$ cat config.mk
export PLATFORM = sky130hd
export DESIGN_NAME = cebu_slot
export DESIGN_NICKNAME = d
export VERILOG_FILES = /design/src/sv/cebu_pkg.sv /design/src/sv/cebu_mul.sv /design/src/sv/cebu_slot.sv
export SDC_FILE = /design/constraint.sdc
export NUM_CORES = 2
export LEC_CHECK = 0
export BUFFER_PORTS_ARGS = -buffer_cell sky130_fd_sc_hd__buf_2
export CORE_MARGIN = 4
export CORE_UTILIZATION = 45
export DETAILED_ROUTE_END_ITERATION = 8
export GPL_TIMING_DRIVEN = 0
export PLACE_DENSITY = 0.6
export RECOVER_POWER = 100
export SETUP_SLACK_MARGIN = 0.3
export SLEW_MARGIN = 10
export SYNTH_ARGS = -nofsm -noshare
export SYNTH_HDL_FRONTEND = slang
export SYNTH_SLANG_ARGS = --single-unit
$ cat constraint.sdc
create_clock -name clk -period 20.6 [get_ports clk]
set_clock_uncertainty 0.15 [all_clocks]
set_input_delay 1.03 -clock clk [delete_from_list [all_inputs] [get_ports clk]]
set_output_delay 1.03 -clock clk [all_outputs]
set_load 0.01 [all_outputs]
$ cat src/sv/cebu_pkg.sv
// shared types and constants for the edge coverage bitmap update block
package cebu_pkg;

	localparam int SLOT_W = 16;

	localparam logic OP_RECORD = 1'b0;
	localparam logic OP_READ   = 1'b1;

	localparam logic [63:0] MIX_MUL_A   = 64'hbf58476d1ce4e5b9;
	localparam logic [63:0] MIX_MUL_B   = 64'h94d049bb133111eb;
	localparam logic [63:0] COMBINE_ADD = 64'h0000_0000_9e37_79b9;

	localparam int SHIFT_PRE  = 30;
	localparam int SHIFT_MID  = 27;
	localparam int SHIFT_POST = 31;
	localparam int SHIFT_UP   = 6;
	localparam int SHIFT_DOWN = 2;

	localparam logic [7:0] COUNT_MAX   = 8'd255;
	localparam logic [7:0] COUNT_FLOOR = 8'd128;

	typedef logic [SLOT_W-1:0] slot_t;

	typedef struct packed {
		logic        opcode;
		logic [63:0] location;
		logic        first_of_trace;
		logic [15:0] entry_index;
	} req_t;

	typedef struct packed {
		logic [15:0] slot_index;
		logic [7:0]  count_value;
		logic        wrapped;
	} res_t;

	typedef struct packed {
		logic  start;
		logic  record;
		slot_t slot;
	} map_req_t;

	typedef struct packed {
		logic       done;
		slot_t      slot;
		logic [7:0] count;
		logic       wrapped;
	} map_res_t;

endpackage

$ cat src/sv/cebu_mul.sv
// shared 32 x 32 multiplier with registered product
module cebu_mul (
	input  logic        clk,
	input  logic [31:0] a,
	input  logic [31:0] b,
	output logic [63:0] prod_q
);

	always_ff @(posedge clk) begin
		prod_q <= {32'd0, a} * {32'd0, b};
	end

endmodule

$ cat src/sv/cebu_slot.sv
// location hash, combine with previous hash and reduction to a bitmap slot
module cebu_slot #(
	parameter int MAP_ENTRIES = 65536
) (
	input  logic               clk,
	input  logic               arst_n,
	input  logic               start,
	input  cebu_pkg::req_t     item,
	output cebu_pkg::map_req_t slot_req
);

	localparam int IDX_W = $clog2(MAP_ENTRIES);
	localparam bit POW2  = (MAP_ENTRIES & (MAP_ENTRIES - 1)) == 0;

	localparam logic [2:0] S_IDLE  = 3'd0;
	localparam logic [2:0] S_MUL_A = 3'd1;
	localparam logic [2:0] S_MUL_B = 3'd2;
	localparam logic [2:0] S_SUM_P = 3'd3;
	localparam logic [2:0] S_SUM_L = 3'd4;
	localparam logic [2:0] S_SUM_R = 3'd5;
	localparam logic [2:0] S_MOD   = 3'd6;

	logic [2:0]       state_q;
	logic [6:0]       cnt_q;
	logic [63:0]      x_q;
	logic [63:0]      acc_q;
	logic [63:0]      h_q;
	logic [63:0]      p_q;
	logic [63:0]      prev_q;
	logic [63:0]      sh_q;
	logic [IDX_W-1:0] r_q;
	logic             rec_q;
	logic             done_q;
	cebu_pkg::slot_t  slot_q;

	logic [31:0] mul_a;
	logic [31:0] mul_b;
	logic [63:0] prod;
	logic [63:0] k;
	logic [31:0] hi_sum;
	logic [63:0] mul_res;
	logic [63:0] mixed;
	logic [IDX_W:0]   sr;
	logic [IDX_W-1:0] r_next;

	cebu_mul u_mul (
		.clk    (clk),
		.a      (mul_a),
		.b      (mul_b),
		.prod_q (prod)
	);

	always_comb begin
		k = (state_q == S_MUL_A) ? cebu_pkg::MIX_MUL_A : cebu_pkg::MIX_MUL_B;
		case (cnt_q[1:0])
			2'd0: begin
				mul_a = x_q[31:0];
				mul_b = k[31:0];
			end
			2'd1: begin
				mul_a = x_q[63:32];
				mul_b = k[31:0];
			end
			default: begin
				mul_a = x_q[31:0];
				mul_b = k[63:32];
			end
		endcase
		hi_sum  = acc_q[63:32] + prod[31:0];
		mul_res = {hi_sum, acc_q[31:0]};
		mixed   = h_q ^ (acc_q + (h_q >> cebu_pkg::SHIFT_DOWN));
		sr      = {r_q, sh_q[63]};
		if (sr >= (IDX_W+1)'(MAP_ENTRIES)) begin
			sr = sr - (IDX_W+1)'(MAP_ENTRIES);
		end
		r_next = sr[IDX_W-1:0];
	end

	always_ff @(posedge clk or negedge arst_n) begin
		if (!arst_n) begin
			state_q <= S_IDLE;
			cnt_q   <= '0;
			done_q  <= 1'b0;
			prev_q  <= '0;
		end else begin
			case (state_q)
				S_IDLE: begin
					done_q <= start && (item.opcode == cebu_pkg::OP_READ) && POW2;
					if (start) begin
						if (item.opcode == cebu_pkg::OP_READ) begin
							if (POW2) begin
								cnt_q <= '0;
							end else begin
								cnt_q   <= 7'd16;
								state_q <= S_MOD;
							end
						end else begin
							cnt_q   <= '0;
							state_q <= S_MUL_A;
						end
					end
				end
				S_MUL_A, S_MUL_B: begin
					if (cnt_q[1:0] == 2'd3) begin
						cnt_q <= '0;
						if (state_q == S_MUL_A) begin
							state_q <= S_MUL_B;
						end else begin
							prev_q  <= mul_res ^ (mul_res >> cebu_pkg::SHIFT_POST);
							state_q <= S_SUM_P;
						end
					end else begin
						cnt_q <= cnt_q + 7'd1;
					end
				end
				S_SUM_P: begin
					state_q <= S_SUM_L;
				end
				S_SUM_L: begin
					state_q <= S_SUM_R;
				end
				S_SUM_R: begin
					done_q <= POW2;
					if (POW2) begin
						state_q <= S_IDLE;
					end else begin
						cnt_q   <= 7'd64;
						state_q <= S_MOD;
					end
				end
				S_MOD: begin
					done_q <= (cnt_q == 7'd1);
					cnt_q  <= cnt_q - 7'd1;
					if (cnt_q == 7'd1) begin
						state_q <= S_IDLE;
					end
				end
				default: begin
					done_q  <= 1'b0;
					state_q <= S_IDLE;
				end
			endcase
		end
	end

	always_ff @(posedge clk) begin
		case (state_q)
			S_IDLE: begin
				if (start) begin
					rec_q <= (item.opcode == cebu_pkg::OP_RECORD);
					x_q   <= item.location ^ (item.location >> cebu_pkg::SHIFT_PRE);
					p_q   <= item.first_of_trace ? 64'd0 : prev_q;
					sh_q  <= {item.entry_index, 48'd0};
					r_q   <= '0;
					slot_q <= cebu_pkg::slot_t'(item.entry_index[IDX_W-1:0]);
				end
			end
			S_MUL_A, S_MUL_B: begin
				case (cnt_q[1:0])
					2'd1: begin
						acc_q <= prod;
					end
					2'd2: begin
						acc_q[63:32] <= hi_sum;
					end
					2'd3: begin
						if (state_q == S_MUL_A) begin
							x_q <= mul_res ^ (mul_res >> cebu_pkg::SHIFT_MID);
						end else begin
							h_q <= mul_res ^ (mul_res >> cebu_pkg::SHIFT_POST);
						end
					end
					default: begin
						acc_q <= acc_q;
					end
				endcase
			end
			S_SUM_P: begin
				acc_q <= p_q + cebu_pkg::COMBINE_ADD;
			end
			S_SUM_L: begin
				acc_q <= acc_q + (h_q << cebu_pkg::SHIFT_UP);
			end
			S_SUM_R: begin
				sh_q   <= mixed;
				r_q    <= '0;
				slot_q <= cebu_pkg::slot_t'(mixed[IDX_W-1:0]);
			end
			S_MOD: begin
				r_q    <= r_next;
				sh_q   <= {sh_q[62:0], 1'b0};
				slot_q <= cebu_pkg::slot_t'(r_next);
			end
			default: begin
				r_q <= r_q;
			end
		endcase
	end

	assign slot_req = '{start: done_q, record: rec_q, slot: slot_q};

endmodule

==> results.txt <==
The flow ran to the end, but the final reports show violations. The final reports fail on max-capacitance violations, max-slew violations. Prior to clock tree synthesis, the placed netlist has a worst setup slack of 6.282 ns. Once routing completed, OpenROAD measured the worst setup slack at 5.288 ns. Dividing the detail-routed wire length by the instance count gives 28.19 um.

The worst-case register-to-register setup slack is 5.29 ns. Setup repair after global routing left no endpoint under its margin. By instance count, the cell type seen most on the critical path is fa_1.

The number of global-route vias before repair was 47,040. The top-level port count came out at 103. For the worst setup path, the data arrival time is 15.68 ns. The worst register-to-register path begins at cnt_q[1]$_DFFE_PN0P_. The final layout contains routed wiring with a total length of 231.0 mm. No sink is reached through more buffers than the 3 on the longest clock path. The quantity of gates resized following cts came out at 0. The net count of the finished layout is 7,796.

The worst setup path is launched from a register. The post-layout minimum cycle time is 15.31 ns. The routability-driven placement congestion ratio is 1.025.

The starting density of the core is 45.31%. Among all flip-flop cells after synthesis, the most frequent one is edfxtp_1. The largest net degree at the start of global routing came out at 52.

The async set-or-reset flop fraction in the synthesized netlist is 15.27%. The flip-flop and latch count after synthesis came out at 491. Multiplexer cells account for 1.036% of the synthesized area. After layout, the worst path uses 74.33% of the clock period.

The synthesized netlist cell count came out at 6,188. The root buffer cell chosen for the clock tree is clkbuf_16. The total placed cells including tap cells is 8,095. Compared with the post-synthesis result, the final layout area differs by 7.656%. Setup violations remaining at the end of the flow were counted as 0.

Derived from the worst setup path, the maximum achievable clock frequency is 65.31 MHz. The post-synth design cell area is 59,640 um2. The placed wire-length estimate after detailed placement came out at 196.6 mm. In this run, post-CTS hold repair placed 0 buffers. The area of the core region is 131,600 um2. The worst setup path is of the register to register kind. The total number of vias is 47,780. The clock tree from TritonCTS is built. After clock tree synthesis, the clock-pin slew on the worst setup and hold paths is 0.06 ns. The later pin in the worst-skew pair is clocked with a latency of 0.63 ns. The capturing point of the worst reg2reg path is u_mul.prod_q[62]$_DFF_P_. The worst slew margin relative to its limit came out at -114.2%. The total number of clock tree sinks is 491.

The worst hold path terminates at cnt_q[5]$_DFFE_PN0P_. The adder-cell share of the synthesized area is 37.86%. The number of buffer cells added on primary ports came out at 101. Measured along the y axis, the die boundary spans 372.0 um. The depth of the worst hold-timing path came out at 1. The number of detailed-routing iterations run before antenna repair is 6.

The die footprint came out at 138,400 um2. After Yosys synthesis, and, or, nand and nor cells account for 11.73% of the synthesized area. The largest family of logic cells by synthesized area is adder cells. The smallest hold slack came out at 0.3162 ns.

For this run the aggregate overflow at the end of global routing stands at 0. In the global route stage, overall resource usage came out at 33.23%. The number of buffers inserted during clock tree synthesis came out at 50.

The site row count is 133. The initial antenna violation count came to 16. In this run, synthesis inferred 352 flip-flops with an integrated enable. The biggest fanout along the worst timing path is 11.

The share of the yosys chip area belonging to registers is 23.02%. The total negative slack came out at 0 ns. The required time of the worst setup path came out at 20.96 ns. Measured along the x axis, the die boundary spans 372.0 um. The number of distinct library cell variants in the gate-level netlist after synthesis is 86. The number of nets in the synthesized netlist is 7,592. The slowest cell on the critical path is clkbuf_1. The CTS H-tree depth came out at 2. Using the TritonRoute via totals, the vias-per-cell ratio works out to 5.829. The DRC violation count after routing is 0. The largest stage delay on the critical path came out at 0.88 ns. The number of standard cells in the layout, taps in and fillers out came out at 8,196. The number of cells on the worst reg-to-reg path is 34. A synthesized cell averages 9.638 um2. The count of antenna-violating nets left after detailed routing is 0. For this run, the number of Yosys warnings is 0. The final max-slew violation count is 221.

The tightest min-delay check is of the register to register type. The slew at the pin closest to its max-slew limit is 3.214 ns. The final hold violation count is 0. In the final layout, the share of cells above drive strength 1 is 3.622%. The total of max-cap violations came out at 10. In this run the most critical hold path is launched from cnt_q[5]$_DFFE_PN0P_. The complex-gate fraction of the synthesized area came out at 11.45%. The number of setup buffers added after CTS is 0. The xor/xnor share of the synthesized area is 6.575%. The violation count after the first detailed-routing iteration is 5,562.

STA classifies the critical path endpoint as a register. The first-pass GRT wire length came out at 329.1 mm.
cells in the mapped netlist, drive strengths merged, types with 45 or more instances:
cell type / number / area [um2]
fa: 809 / 16200
ha: 510 / 6381
o21bai: 60 / 450.4
edfxtp: 352 / 10570
and3: 45 / 281.5
dfrtp: 75 / 1877
and2: 101 / 631.9
xor2: 192 / 1682
xnor2: 254 / 2240
nand2: 620 / 2327
inv: 1095 / 4110
nand3: 72 / 360.4
a21oi: 254 / 1282
clkbuf: 203 / 762.0
nand4: 62 / 387.9
nor2: 318 / 1194
nand2b: 100 / 625.6
a21o: 158 / 1186
nor2b: 95 / 594.3
dfxtp: 64 / 1281
o21ai: 258 / 1291
worst max-delay path, delay by kind of cell (launching register included):
family,cells,cell delay [ns]
xor+xnor,1,0.22
flops,1,0.45
fa+ha+maj,11,5.41
compound gates,9,2.83
buf+inv,10,5.23
simple gates,3,0.82
worst max-delay path by stage:
| stage | startpoint | endpoint |
|---|---|---|
| 2_1_floorplan | cnt_q[1]$_DFFE_PN0P_ | u_mul.prod_q[62]$_DFF_P_ |
| 6_report | cnt_q[1]$_DFFE_PN0P_ | u_mul.prod_q[62]$_DFF_P_ |
| 3_3_place_gp | cnt_q[1]$_DFFE_PN0P_ | u_mul.prod_q[62]$_DFF_P_ |
| 3_5_place_dp | cnt_q[1]$_DFFE_PN0P_ | u_mul.prod_q[62]$_DFF_P_ |
| 4_1_cts | cnt_q[1]$_DFFE_PN0P_ | u_mul.prod_q[62]$_DFF_P_ |
| 5_1_grt | cnt_q[1]$_DFFE_PN0P_ | u_mul.prod_q[62]$_DFF_P_ |
state kept, by name, summed over array words and instances (netlist names):
register / flops
acc_q: 64
h_q: 64
p_q: 64
prev_q: 64
sh_q: 64
u_mul.prod_q: 64
x_q: 64
slot_q: 16
r_q: 15
cnt_q: 7
state_q: 3
done_q: 1
rec_q: 1
per-layer routing:
layer / GRT usage [%] / part of all wire, % / vias up
met3: 8.916 / 13 / 430
li1: - / - / 20550
met1: 49.35 / 43 / 24010
met2: 46.27 / 40 / 2771
met4: 12.06 / 4.6 / 12
met5: 0 / 0.033 / -
placed cells by master (no fill, tap or decap), types with 11 or more instances in the layout:
cell type,n
o21ai_0,258
nor3_1,42
dfrtp_1,75
o221ai_1,28
o211ai_1,15
a211o_1,18
a21oi_1,252
o21a_1,22
or3_1,11
nand2_1,620
dfxtp_1,64
and3_1,45
inv_1,1095
clkbuf_1,284
a21o_1,158
nor2_1,318
fa_1,809
xnor2_1,249
mux2_2,30
xor2_1,191
ha_1,510
a31oi_1,38
a21boi_0,12
nand2b_1,100
nand3_1,72
a221o_1,16
o31ai_1,14
a211oi_1,19
and2_1,96
nand4_1,62
nor2b_1,95
edfxtp_1,352
buf_2,85
or2_2,18
o21bai_1,60
a22oi_1,35
clkbuf_16,54
mux2i_1,26
through the flow:
step                utilization, %  instance area, um2
floorplan                        -               59640
global placement             47.36               62340
detailed placement           48.08               63290
CTS                          49.36               64970
global route                 48.76               64180
finish                       48.78               64200
cell type report:
cell class,instances,area [um2]
Sequential cell,491,13730
Fill cell,12580,67430
Inverter,1097,4118
Clock buffer,67,1430
Clock inverter,26,255.2
Timing Repair Buffer,152,694.4
Buffer,223,850.8
Antenna cell,8,20.02
Multi-Input combinational cell,4377,40910
Tap cell,1755,2196
logic make-up (layout without fill, tap and decap cells):
| group | after synthesis | in the layout |
|---|---|---|
| buffers and inverters | 1320 | 1565 |
| XOR/XNOR | 446 | 446 |
| AO/OA/AOI/OAI | 1044 | 1044 |
| adder cells (fa/ha/maj) | 1319 | 1319 |
| flip-flops | 491 | 491 |
| other | 0 | 8 |
| AND/OR/NAND/NOR | 1510 | 1510 |
| multiplexers | 58 | 58 |
Power is not shown: default switching activity piles up to over one toggle a cycle in this logic, so the estimate is an artifact.
